`src/hdl/jos_pkg.sv`:
```
`timescale 1ns / 1ps
// ----------------------------------------------------------------------------
// JVM operand stack unit package
// Opcode codes, constant words, status and state types, and the opcode decode.
// ----------------------------------------------------------------------------
package jos_pkg;

    // JVM opcode bytes
    localparam logic [7:0] OP_NOP         = 8'h00;
    localparam logic [7:0] OP_ACONST_NULL = 8'h01;
    localparam logic [7:0] OP_ICONST_M1   = 8'h02;
    localparam logic [7:0] OP_ICONST_5    = 8'h08;
    localparam logic [7:0] OP_LCONST_0    = 8'h09;
    localparam logic [7:0] OP_LCONST_1    = 8'h0A;
    localparam logic [7:0] OP_FCONST_0    = 8'h0B;
    localparam logic [7:0] OP_FCONST_1    = 8'h0C;
    localparam logic [7:0] OP_FCONST_2    = 8'h0D;
    localparam logic [7:0] OP_DCONST_0    = 8'h0E;
    localparam logic [7:0] OP_DCONST_1    = 8'h0F;
    localparam logic [7:0] OP_BIPUSH      = 8'h10;
    localparam logic [7:0] OP_SIPUSH      = 8'h11;
    localparam logic [7:0] OP_POP         = 8'h57;
    localparam logic [7:0] OP_POP2        = 8'h58;
    localparam logic [7:0] OP_DUP         = 8'h59;
    localparam logic [7:0] OP_DUP_X1      = 8'h5A;
    localparam logic [7:0] OP_DUP_X2      = 8'h5B;
    localparam logic [7:0] OP_DUP2        = 8'h5C;
    localparam logic [7:0] OP_DUP2_X1     = 8'h5D;
    localparam logic [7:0] OP_DUP2_X2     = 8'h5E;
    localparam logic [7:0] OP_SWAP        = 8'h5F;

    // IEEE-754 bit patterns
    localparam logic [31:0] FLT_ONE    = 32'h3F80_0000;
    localparam logic [31:0] FLT_TWO    = 32'h4000_0000;
    localparam logic [31:0] DBL_ONE_HI = 32'h3FF0_0000;

    typedef enum logic [1:0] {
        STAT_OK    = 2'd0,
        STAT_UNDER = 2'd1,
        STAT_OVER  = 2'd2,
        STAT_UNSUP = 2'd3
    } status_t;

    typedef enum logic [2:0] {
        S_IDLE,
        S_READ,
        S_WRITE,
        S_FETCH,
        S_DONE
    } state_t;

    // Decoded opcode. src holds, two bits per pushed word (word 0 lowest),
    // which popped slot feeds it: 0 is the old top, 3 the fourth from top.
    typedef struct packed {
        logic        supported;
        logic        shuffle;
        logic [2:0]  npop;
        logic [2:0]  npush;
        logic [15:0] src;
        logic [31:0] w0;
        logic [31:0] w1;
    } dec_t;

    function automatic dec_t decode(input logic [7:0] cmd, input logic [15:0] imm);
        dec_t d;
        d           = '0;
        d.supported = 1'b1;
        case (cmd) inside
            OP_NOP:
            begin
                d.npush = 3'd0;
            end
            OP_ACONST_NULL, OP_FCONST_0:
            begin
                d.npush = 3'd1;
            end
            [OP_ICONST_M1:OP_ICONST_5]:
            begin
                d.npush = 3'd1;
                d.w0    = 32'(cmd) - 32'd3;
            end
            OP_LCONST_0, OP_LCONST_1:
            begin
                d.npush = 3'd2;
                d.w1    = 32'(cmd) - 32'd9;
            end
            OP_FCONST_1:
            begin
                d.npush = 3'd1;
                d.w0    = FLT_ONE;
            end
            OP_FCONST_2:
            begin
                d.npush = 3'd1;
                d.w0    = FLT_TWO;
            end
            OP_DCONST_0:
            begin
                d.npush = 3'd2;
            end
            OP_DCONST_1:
            begin
                d.npush = 3'd2;
                d.w0    = DBL_ONE_HI;
            end
            OP_BIPUSH:
            begin
                d.npush = 3'd1;
                d.w0    = {{24{imm[7]}}, imm[7:0]};
            end
            OP_SIPUSH:
            begin
                d.npush = 3'd1;
                d.w0    = {{16{imm[15]}}, imm};
            end
            OP_POP:
            begin
                d.npop = 3'd1;
            end
            OP_POP2:
            begin
                d.npop = 3'd2;
            end
            OP_DUP:
            begin
                d.npop    = 3'd1;
                d.npush   = 3'd2;
                d.shuffle = 1'b1;
                d.src     = {4'd0, 2'd0, 2'd0, 2'd0, 2'd0, 2'd0, 2'd0};
            end
            OP_DUP_X1:
            begin
                d.npop    = 3'd2;
                d.npush   = 3'd3;
                d.shuffle = 1'b1;
                d.src     = {4'd0, 2'd0, 2'd0, 2'd0, 2'd0, 2'd1, 2'd0};
            end
            OP_DUP_X2:
            begin
                d.npop    = 3'd3;
                d.npush   = 3'd4;
                d.shuffle = 1'b1;
                d.src     = {4'd0, 2'd0, 2'd0, 2'd0, 2'd1, 2'd2, 2'd0};
            end
            OP_DUP2:
            begin
                d.npop    = 3'd2;
                d.npush   = 3'd4;
                d.shuffle = 1'b1;
                d.src     = {4'd0, 2'd0, 2'd0, 2'd0, 2'd1, 2'd0, 2'd1};
            end
            OP_DUP2_X1:
            begin
                d.npop    = 3'd3;
                d.npush   = 3'd5;
                d.shuffle = 1'b1;
                d.src     = {4'd0, 2'd0, 2'd0, 2'd1, 2'd2, 2'd0, 2'd1};
            end
            OP_DUP2_X2:
            begin
                d.npop    = 3'd4;
                d.npush   = 3'd6;
                d.shuffle = 1'b1;
                d.src     = {4'd0, 2'd0, 2'd1, 2'd2, 2'd3, 2'd0, 2'd1};
            end
            OP_SWAP:
            begin
                d.npop    = 3'd2;
                d.npush   = 3'd2;
                d.shuffle = 1'b1;
                d.src     = {4'd0, 2'd0, 2'd0, 2'd0, 2'd0, 2'd1, 2'd0};
            end
            default:
            begin
                d.supported = 1'b0;
            end
        endcase
        return d;
    endfunction

endpackage

```
`src/hdl/jvm_operand_stack_unit.sv`:
```
`timescale 1ns / 1ps
// ----------------------------------------------------------------------------
// JVM operand stack unit
// Executes one JVM stack opcode per input transfer against a slot stack held
// in a synchronous RAM, and returns the new top two slots, depth and status.
// ----------------------------------------------------------------------------
// One opcode is taken per transfer and one result comes back for it. The
// stack lives in a single RAM with one write and one read port and a
// registered read. An opcode passes through an accept step, one RAM read per
// popped slot of a dup or swap, one RAM write per pushed slot, two reads of
// the new top and second slot and a load of the result register. The result
// register lets the next opcode be accepted while the previous result waits.
// There is no clearing pass after reset; only occupied slots are ever read.
module jvm_operand_stack_unit #(
    parameter int STACK_DEPTH = 64
) (
    input  logic        clk,
    input  logic        rst_n,
    input  logic        s_axis_tvalid,
    output logic        s_axis_tready,
    input  logic [23:0] s_axis_tdata,  // [7:0] cmd, [23:8] immediate
    output logic        m_axis_tvalid,
    input  logic        m_axis_tready,
    output logic [79:0] m_axis_tdata   // [31:0] top_word, [63:32] second_word,
                                       // [70:64] depth, [72:71] status, rest 0
);

    localparam int AW  = $clog2(STACK_DEPTH);
    localparam int SPW = $clog2(STACK_DEPTH + 1);
    localparam int CW  = SPW + 3;

    jos_pkg::state_t  state_reg, state_next;
    logic [SPW-1:0]   sp_reg, sp_next;
    logic [SPW-1:0]   base_reg, base_next;
    jos_pkg::dec_t    dec_reg, dec_next;
    jos_pkg::status_t status_reg, status_next;
    logic [2:0]       cnt_reg, cnt_next;
    logic             rd_valid_reg, rd_valid_next;
    logic [1:0]       rd_tag_reg, rd_tag_next;
    logic             out_valid_reg, out_valid_next;
    logic [31:0]      out_top_reg, out_sec_reg;
    logic [6:0]       out_depth_reg;
    jos_pkg::status_t out_status_reg;
    logic             out_load;

    logic [31:0]      stack_mem [STACK_DEPTH];
    logic [31:0]      rd_data_reg;
    logic             rd_en, wr_en;
    logic [AW-1:0]    rd_addr, wr_addr;
    logic [31:0]      wr_data;

    logic [31:0]      v_reg [4];
    logic [31:0]      v_fwd [4];

    jos_pkg::dec_t    in_dec;
    jos_pkg::status_t in_status;
    logic [CW-1:0]    sp_ext, npop_ext, npush_ext;
    logic [1:0]       src;

    assign s_axis_tready = (state_reg == jos_pkg::S_IDLE);
    assign m_axis_tvalid = out_valid_reg;
    assign m_axis_tdata  = {7'd0, out_status_reg, out_depth_reg, out_sec_reg, out_top_reg};

    // Decode and check the incoming opcode
    always_comb
    begin
        in_dec    = jos_pkg::decode(s_axis_tdata[7:0], s_axis_tdata[23:8]);
        sp_ext    = CW'(sp_reg);
        npop_ext  = CW'(in_dec.npop);
        npush_ext = CW'(in_dec.npush);
        if (!in_dec.supported)
            in_status = jos_pkg::STAT_UNSUP;
        else if (sp_ext < npop_ext)
            in_status = jos_pkg::STAT_UNDER;
        else if (sp_ext + npush_ext > CW'(STACK_DEPTH) + npop_ext)
            in_status = jos_pkg::STAT_OVER;
        else
            in_status = jos_pkg::STAT_OK;
    end

    // Forward the word that is just coming out of the RAM
    always_comb
    begin
        for (int k = 0; k < 4; k++)
        begin
            v_fwd[k] = (rd_valid_reg && rd_tag_reg == 2'(k)) ? rd_data_reg : v_reg[k];
        end
    end

    assign src = dec_reg.src[{cnt_reg, 1'b0} +: 2];

    always_comb
    begin
        state_next     = state_reg;
        sp_next        = sp_reg;
        base_next      = base_reg;
        dec_next       = dec_reg;
        status_next    = status_reg;
        cnt_next       = cnt_reg;
        rd_valid_next  = 1'b0;
        rd_tag_next    = 2'd0;
        rd_en          = 1'b0;
        rd_addr        = '0;
        wr_en          = 1'b0;
        wr_addr        = '0;
        wr_data        = '0;
        out_load       = 1'b0;
        out_valid_next = out_valid_reg && !m_axis_tready;

        case (state_reg)
            jos_pkg::S_IDLE:
            begin
                if (s_axis_tvalid)
                begin
                    dec_next    = in_dec;
                    status_next = in_status;
                    base_next   = SPW'(sp_ext - npop_ext);
                    cnt_next    = 3'd0;
                    if (in_status == jos_pkg::STAT_OK)
                    begin
                        sp_next = SPW'(sp_ext - npop_ext + npush_ext);
                        if (in_dec.shuffle)
                            state_next = jos_pkg::S_READ;
                        else if (in_dec.npush != 3'd0)
                            state_next = jos_pkg::S_WRITE;
                        else
                            state_next = jos_pkg::S_FETCH;
                    end
                    else
                    begin
                        state_next = jos_pkg::S_FETCH;
                    end
                end
            end
            jos_pkg::S_READ:
            begin
                // Read popped slots from the top down
                rd_en         = 1'b1;
                rd_addr       = AW'(base_reg + SPW'(dec_reg.npop) - SPW'(1) - SPW'(cnt_reg));
                rd_valid_next = 1'b1;
                rd_tag_next   = cnt_reg[1:0];
                if (cnt_reg == dec_reg.npop - 3'd1)
                begin
                    cnt_next   = 3'd0;
                    state_next = jos_pkg::S_WRITE;
                end
                else
                begin
                    cnt_next = cnt_reg + 3'd1;
                end
            end
            jos_pkg::S_WRITE:
            begin
                wr_en   = 1'b1;
                wr_addr = AW'(base_reg + SPW'(cnt_reg));
                if (dec_reg.shuffle)
                    wr_data = v_fwd[src];
                else if (cnt_reg == 3'd0)
                    wr_data = dec_reg.w0;
                else
                    wr_data = dec_reg.w1;
                if (cnt_reg == dec_reg.npush - 3'd1)
                begin
                    cnt_next   = 3'd0;
                    state_next = jos_pkg::S_FETCH;
                end
                else
                begin
                    cnt_next = cnt_reg + 3'd1;
                end
            end
            jos_pkg::S_FETCH:
            begin
                // Read the new top, then the slot below it, where present
                rd_en         = sp_reg > SPW'(cnt_reg);
                rd_addr       = AW'(sp_reg - SPW'(1) - SPW'(cnt_reg));
                rd_valid_next = rd_en;
                rd_tag_next   = cnt_reg[1:0];
                if (cnt_reg == 3'd1)
                begin
                    cnt_next   = 3'd0;
                    state_next = jos_pkg::S_DONE;
                end
                else
                begin
                    cnt_next = cnt_reg + 3'd1;
                end
            end
            jos_pkg::S_DONE:
            begin
                if (!out_valid_reg || m_axis_tready)
                begin
                    out_load       = 1'b1;
                    out_valid_next = 1'b1;
                    state_next     = jos_pkg::S_IDLE;
                end
            end
            default:
            begin
                state_next = jos_pkg::S_IDLE;
            end
        endcase
    end

    always_ff @(posedge clk or negedge rst_n)
    begin
        if (!rst_n)
        begin
            state_reg     <= jos_pkg::S_IDLE;
            sp_reg        <= '0;
            cnt_reg       <= '0;
            rd_valid_reg  <= 1'b0;
            rd_tag_reg    <= '0;
            out_valid_reg <= 1'b0;
        end
        else
        begin
            state_reg     <= state_next;
            sp_reg        <= sp_next;
            cnt_reg       <= cnt_next;
            rd_valid_reg  <= rd_valid_next;
            rd_tag_reg    <= rd_tag_next;
            out_valid_reg <= out_valid_next;
        end
    end

    always_ff @(posedge clk)
    begin
        base_reg   <= base_next;
        dec_reg    <= dec_next;
        status_reg <= status_next;
        if (rd_valid_reg)
            v_reg[rd_tag_reg] <= rd_data_reg;
        if (out_load)
        begin
            out_top_reg    <= (sp_reg != '0) ? v_fwd[0] : 32'd0;
            out_sec_reg    <= (sp_reg > SPW'(1)) ? v_fwd[1] : 32'd0;
            out_depth_reg  <= 7'(sp_reg);
            out_status_reg <= status_reg;
        end
    end

    // Stack RAM
    always_ff @(posedge clk)
    begin
        if (wr_en)
            stack_mem[wr_addr] <= wr_data;
        if (rd_en)
            rd_data_reg <= stack_mem[rd_addr];
    end

    a_sp_in_range: assert property (@(posedge clk) disable iff (!rst_n)
        sp_reg <= SPW'(STACK_DEPTH))
        else $error("stack pointer beyond stack depth");

    a_write_in_range: assert property (@(posedge clk) disable iff (!rst_n)
        wr_en |-> (CW'(base_reg) + CW'(cnt_reg) < CW'(STACK_DEPTH)))
        else $error("stack write beyond stack depth");

    a_accept_leaves_idle: assert property (@(posedge clk) disable iff (!rst_n)
        (s_axis_tvalid && s_axis_tready) |=> (state_reg != jos_pkg::S_IDLE))
        else $error("sequencer stayed idle after a transfer");

    a_error_keeps_sp: assert property (@(posedge clk) disable iff (!rst_n)
        (s_axis_tvalid && s_axis_tready && in_status != jos_pkg::STAT_OK)
        |=> (sp_reg == $past(sp_reg)))
        else $error("stack pointer moved on a failed opcode");

endmodule
```
`config.mk`:
```
export PLATFORM = sky130hd
export DESIGN_NAME = jvm_operand_stack_unit
export DESIGN_NICKNAME = d
export VERILOG_FILES = /design/src/hdl/jos_pkg.sv /design/src/hdl/jvm_operand_stack_unit.sv
export SDC_FILE = /design/constraint.sdc
export NUM_CORES = 2
export LEC_CHECK = 0
export BUFFER_PORTS_ARGS = -buffer_cell sky130_fd_sc_hd__buf_2
export CORE_MARGIN = 5
export CORE_UTILIZATION = 25
export DETAILED_ROUTE_END_ITERATION = 10
export SYNTH_ARGS = -nofsm -noshare
export SYNTH_HDL_FRONTEND = slang
export SYNTH_SLANG_ARGS = --single-unit
```
`constraint.sdc`:
```
create_clock -name clk -period 6.66 [get_ports clk]
set_input_delay 1.332 -clock clk [delete_from_list [all_inputs] [get_ports clk]]
set_output_delay 1.332 -clock clk [all_outputs]
set_load 0.02 [all_outputs]
```
# ---- Word level (Yosys, flattened, before mapping)
# Memories as Yosys holds them, arrays and structs flattened. A register that Yosys moved wholly into a read port is not among the register bits.
# Index checks and enable logic that the tools add are counted.
# W data, S select, Z words.
dict set report word_totals {
  ff_bits 185
  ramBits 2176
  in_bits 28
  output_inout_bits 82
  wordCells 238
  mem_count 2
}
# memory words width rd rd_clocked_by_memory_dff write_ports line_no
set memory_table {}
lappend memory_table {stack_mem 64 32 1 1 1 jvm_operand_stack_unit.sv:46} ;# logic [31:0] stack_mem [STACK_DEPTH];
lappend memory_table {v_reg 4 32 4 0 1 jvm_operand_stack_unit.sv:52} ;# logic [31:0] v_reg [4];
dict set report op_classes {
  add_sub_neg 15
  order_cmp 7
  n_eq_ne 34
  n_shift 1
  n_mux 122
  bitwise 2
  reduce_logical 32
}
# operator n
set op_table {}
lappend op_table {{$mux W32} 17}
lappend op_table {{$mux W3} 48}
lappend op_table {{$eq A8 B7 Y1 const B} 9}
lappend op_table {{$bmux W32 S2} 1}
lappend op_table {{$eq A8 B4 Y1 const B} 7}
lappend op_table {{$mux W1} 41}
lappend op_table {{$reduce_or A20 Y1} 1}
lappend op_table {{$reduce_or A19 Y1} 1}
lappend op_table {{$reduce_or A18 Y1} 1}
lappend op_table {{$reduce_or A17 Y1} 1}
lappend op_table {{$eq A8 B5 Y1 const B} 2}
lappend op_table {{$reduce_or A16 Y1} 1}
lappend op_table {{$shiftx A16 B5 Y2} 1}
lappend op_table {{$pmux W3 S5} 1}
lappend op_table {{$reduce_or A15 Y1} 1}
lappend op_table {{$add A6 B3 Y6} 2}
lappend op_table {{$mux W2} 6}
lappend op_table {{$pmux W3 S4} 1}
lappend op_table {{$pmux W6 S2} 1}
lappend op_table {{$sub A6 B1 Y6 const B} 2}
lappend op_table {{$sub A6 B3 Y6} 2}
lappend op_table {{$mux W5} 2}
lappend op_table {{$ne A2 B2 Y1 const B} 5}
lappend op_table {{$mux W9} 1}
lappend op_table {{42 further kinds} 58}

# ---- Logic depth before layout (Yosys ltp)
dict set report logic_depth {
  word_depth 29
  ltp_mapped 19
  mapped_depth_nobuf 17
}

# ---- Worst setup path after synthesis
# Ideal clock, no wire load.
dict set report synth_timing {
  path_kind {reg-to-reg}
  from {register cnt_reg[0]}
  to {memory stack_mem[0][14] (data pin)}
  setup_ns 0.741
  arrival_time_ns 4.900
  required_time_ns 5.919
  path_slack_ns 1.019
  stages_incl_launch_ff 10
  n_path_buf 2
  period_less_slack_ns 5.641
  path_cell_list {dfrtp_1 clkbuf_1 mux4_2 nand2_1 o41ai_2 xnor2_1 nand3_1 buf_2 o21ai_1 a221oi_1}
}
dict set report synth_via {
  elab_chain_len 7
  elab_cells_between_ends 9
  cone_classes {shift: 1; mux: 6; bitwise: 1; reduce/logical: 1}
}
# item line_no
set synth_lines {}
lappend synth_lines {{start, declared} jvm_operand_stack_unit.sv:37} ;# logic [2:0] cnt_reg, cnt_next;
lappend synth_lines {{start signal, assigned} jvm_operand_stack_unit.sv:220} ;# cnt_reg <= cnt_next;
lappend synth_lines {{$shiftx A16 B5 Y2} jvm_operand_stack_unit.sv:90} ;# assign src = dec_reg.src[{cnt_reg, 1'b0} +: 2];
lappend synth_lines {{$not A2 Y3 (not written as such)} jvm_operand_stack_unit.sv:157} ;# wr_data = v_fwd[src];
lappend synth_lines {{$bmux W32 S2} jvm_operand_stack_unit.sv:157}
lappend synth_lines {{$mux W32 (not written as such) (2 in series)} jvm_operand_stack_unit.sv:157}
lappend synth_lines {{$mux W32 (*)} jvm_operand_stack_unit.sv:156} ;# if (dec_reg.shuffle)
lappend synth_lines {{$mux W32 (*)} jvm_operand_stack_unit.sv:110} ;# case (state_reg)
lappend synth_lines {{via wr_data[14]} jvm_operand_stack_unit.sv:50} ;# logic [31:0] wr_data;
lappend synth_lines {{end, declared} jvm_operand_stack_unit.sv:46}
# The timed path passes the listed nets; every way through them passes the cells marked *. The select of a mux whose other input is x is not followed.

# ---- Worst setup path after layout
dict set report layout_timing {
  from {register cnt_reg[0]}
  to {register rd_data_reg[17], read port of stack_mem (data pin)}
}
dict set report layout_via {
  elab_chain_len 2
  elab_cells_between_ends 5
  cone_classes {add/sub: 2; order compare: 1; mux: 2}
}
# item line_no
set layout_lines {}
lappend layout_lines {{$sub A6 B3 Y6, or another cell as far along} jvm_operand_stack_unit.sv:176} ;# rd_addr = AW'(sp_reg - SPW'(1) - SPW'(cnt_reg));
lappend layout_lines {{$pmux W6 S2 or $pmux W1 S2 (tied branches)} jvm_operand_stack_unit.sv:110}
lappend layout_lines {{end, declared} jvm_operand_stack_unit.sv:47} ;# logic [31:0] rd_data_reg;
# Parallel ways exist; a longest one is shown, timed or not.
# A chain may end at the register's enable or synchronous reset.

==> run summary <==
status: complete, no violations
Final setup viols: 0
antenna-violating nets left: 0
leading area contributor after synthesis: edfxtp_1
Initial Util: 0.250
Reg area: 70400 um2
max FFs per register: 2048
die area: 388000 um2
FFs w/ async S/R, synth: 0.00724
setup TNS: 0 ns
vias: 60700
port bufs: 102
Detailed Place HPWL: 156000 um
EDFF count, synth: 2331
worst path required time: 7.39 ns
f_max: 0.184 GHz
Stages on worst setup path: 12
Final Hold Viols: 0
MaxCap Viol Count: 0
critical path's slowest cell: o32ai_1
Ys Warns: 0
wire per inst: 23.1 um
Relative slew margins: 0.0115
Cell Rows: 225
final wirelength: 276000 um
critical path class: register to register
post-CTS sizing: 0
layout cells sized above 1: 0.117
I/O pin count: 110
largest net degree at the start of global routing: 158
Longest Clk Path Bufs: 3
Mapped Cells: 6720
Post CTS Setup Buffer Count: 0
Worst-path clk slew: 0.06 ns
Post-Syn Area: 93800 um2
synth top area cells: edfxtp_1 (75%), a21oi_1 (6.4%), nand2_1 (4.8%), a221oi_1 (4.0%), clkbuf_1 (1.6%)
peak supply drop: 0.000468 V
area grow syn2layout: 16.2%
fin nets: 6811
core area: 375000 um2
Yosys cell types: 77
class of the worst hold path: input port to async pin
Synth top area share: 0.746
clock buffer count from CTS: 233
total power: 55.7 mW
Worst setup EP type: register
worst r2r path cells: 12
period utilization: 0.816
drt pass-1 iters: 6
ys flop type: edfxtp_1
cts hold-fix bufs: 0
RSZ-0062 raised after global routing: false
gr ovfl total: 0
clk_lat worst skew: 0.89 ns
post-synthesis sequential area ratio: 0.751
clk root buf: clkbuf_16
DIE WIDTH: 623 um
pwr dens: 511 nW/um2
CP Max Fanout: 129
Least-Margin Pin Slew: 1.48 ns
GRT Overall Usage: 0.136
CTS H-Tree Depth: 4
Routability Congestion: 0.843
startpoint types: register
Max Slew Vio Count: 0
Multi-input gate area: 22100 um2
DRC errors left: 0
TritonCTS clock tree: done
initial antenna violation count: 4
Yosys reg bits: 2348
Leak: 36.2 nW
die height: 623 um
most frequent CP cell: inv_1
CP delay by family, top: compound AO/OA/AOI/OAI gates
worst stage delay on the critical path: 1.02 ns
vias in the first global route: 58300
Worst Path Buf+Inv: 3
vias per inst: 5.08
Clock Skew: 0.0332 ns
initial drt markers: 7941
Sink Count: 2348
fillers: 37000
Final Critical Period: 5.44 ns
CP Cell Sequence: inv_1 > ha_1 > inv_1 > fa_1 > and2b_1 > o21ai_4 > buf_12 > a21oi_1 > a221oi_1 > nor3_1 > o32ai_1 > a211o_1
WP data arrival: 6.17 ns
first-pass GRT wire length: 400000 um
Mean Syn Cell Area: 14.0 um2
[path summary, 6_finish.rpt]
check                                    from                end  slack [ns]
worst max-delay path               cnt_reg[0]    rd_data_reg[17]        1.22
worst min-delay path                    rst_n          sp_reg[4]        0.39
worst max register to register     cnt_reg[0]    rd_data_reg[17]        1.22
worst min register to register  status_reg[1]  out_status_reg[1]        0.44
max in group asynchronous               rst_n       rd_valid_reg        5.95
min in group clk                status_reg[1]  out_status_reg[1]        0.44
[report_power, final]
group | internal [mW] | total (mW) | switching, mW | leakage, nW
sequential | 19.7 | 20.4 | 0.690 | 21.6
combinational | 5.90 | 22.1 | 16.2 | 10.8
clock | 7.53 | 13.2 | 5.69 | 3.77
total | 33.2 | 55.7 | 22.5 | 36.2
[cells in the final DEF, fill, tap and decap left out, drive strengths merged, types with 17 or more instances in the layout]
cell type	instances
a22oi	87
nand2	1199
xnor2	21
inv	59
nor2	201
a221oi	430
a22o	17
bufinv	27
clkbuf	281
o221ai	20
ha	37
mux4	17
o21ai	78
clkinv	114
nor3	141
a211o	29
buf	290
edfxtp	2331
dfrtp	17
mux2	41
a211oi	38
o22ai	49
o32ai	30
nand3	24
a21oi	1208
[cells by family after synthesis]
logic type	after synthesis	synth area share
mux	62	0.00943
flops	2348	0.751
fa+ha+maj	46	0.00686
buf+inv	561	0.0241
other cells	1	0.0000400
simple gates	1651	0.0715
xor+xnor	36	0.00344
compound gates	2015	0.134
[cells in the mapped netlist, types with 10 or more instances]
cell / number
ha_1: 37
buf_4: 10
a221oi_1: 430
nand2_1: 1199
xor2_1: 15
nor2b_1: 10
a211oi_1: 38
edfxtp_1: 2331
o21ai_1: 44
buf_1: 20
a21oi_1: 1208
xnor2_1: 20
a22oi_1: 87
nand2b_1: 14
a211o_1: 29
dfrtp_1: 17
o22ai_1: 49
o32ai_1: 30
a22o_1: 17
o21ai_0: 32
inv_1: 44
nand3_1: 24
buf_2: 79
nor2_1: 199
mux2_2: 37
o221ai_1: 20
nor3_1: 141
clkbuf_1: 403
mux4_2: 17
[through the flow]
| step | util | cells | hold WS (ns) | setup WS [ns] | instance area (um2) |
|---|---|---|---|---|---|
| global route | 0.291 | 11900 | 0.383 | 1.06 | 109000 |
| CTS | 0.291 | 11900 | 0.338 | 1.26 | 109000 |
| finish | 0.291 | 11900 | 0.391 | 1.22 | 109000 |
| global placement | 0.270 | 11500 | 0.414 | 0.608 | 101000 |
| floorplan | - | 6726 | 0.400 | 1.02 | 93800 |
| detailed placement | 0.270 | 11500 | 0.423 | 0.729 | 101000 |
[layer usage]
metal	routed length (um)	vias to the layer above	global-route usage
met4	9690	2	0.0489
met3	25400	487	0.0248
met1	114000	31100	0.188
li1	-	25900	-
met5	13	-	0
met2	127000	3161	0.213
[layout make-up]
| class | count | share of cell area |
|---|---|---|
| repair buffers | 290 | 0.0215 |
| clock buffers | 281 | 0.0554 |
| flip-flops and latches | 2348 | 0.646 |
| clock inverters | 158 | 0.0152 |
| diodes | 2 | 0.0000459 |
| inverters | 47 | 0.00162 |
| well taps | 4994 | 0.0573 |
| multi-input cells | 3817 | 0.202 |
No activity file was read; power rests on OpenSTA's default activity.
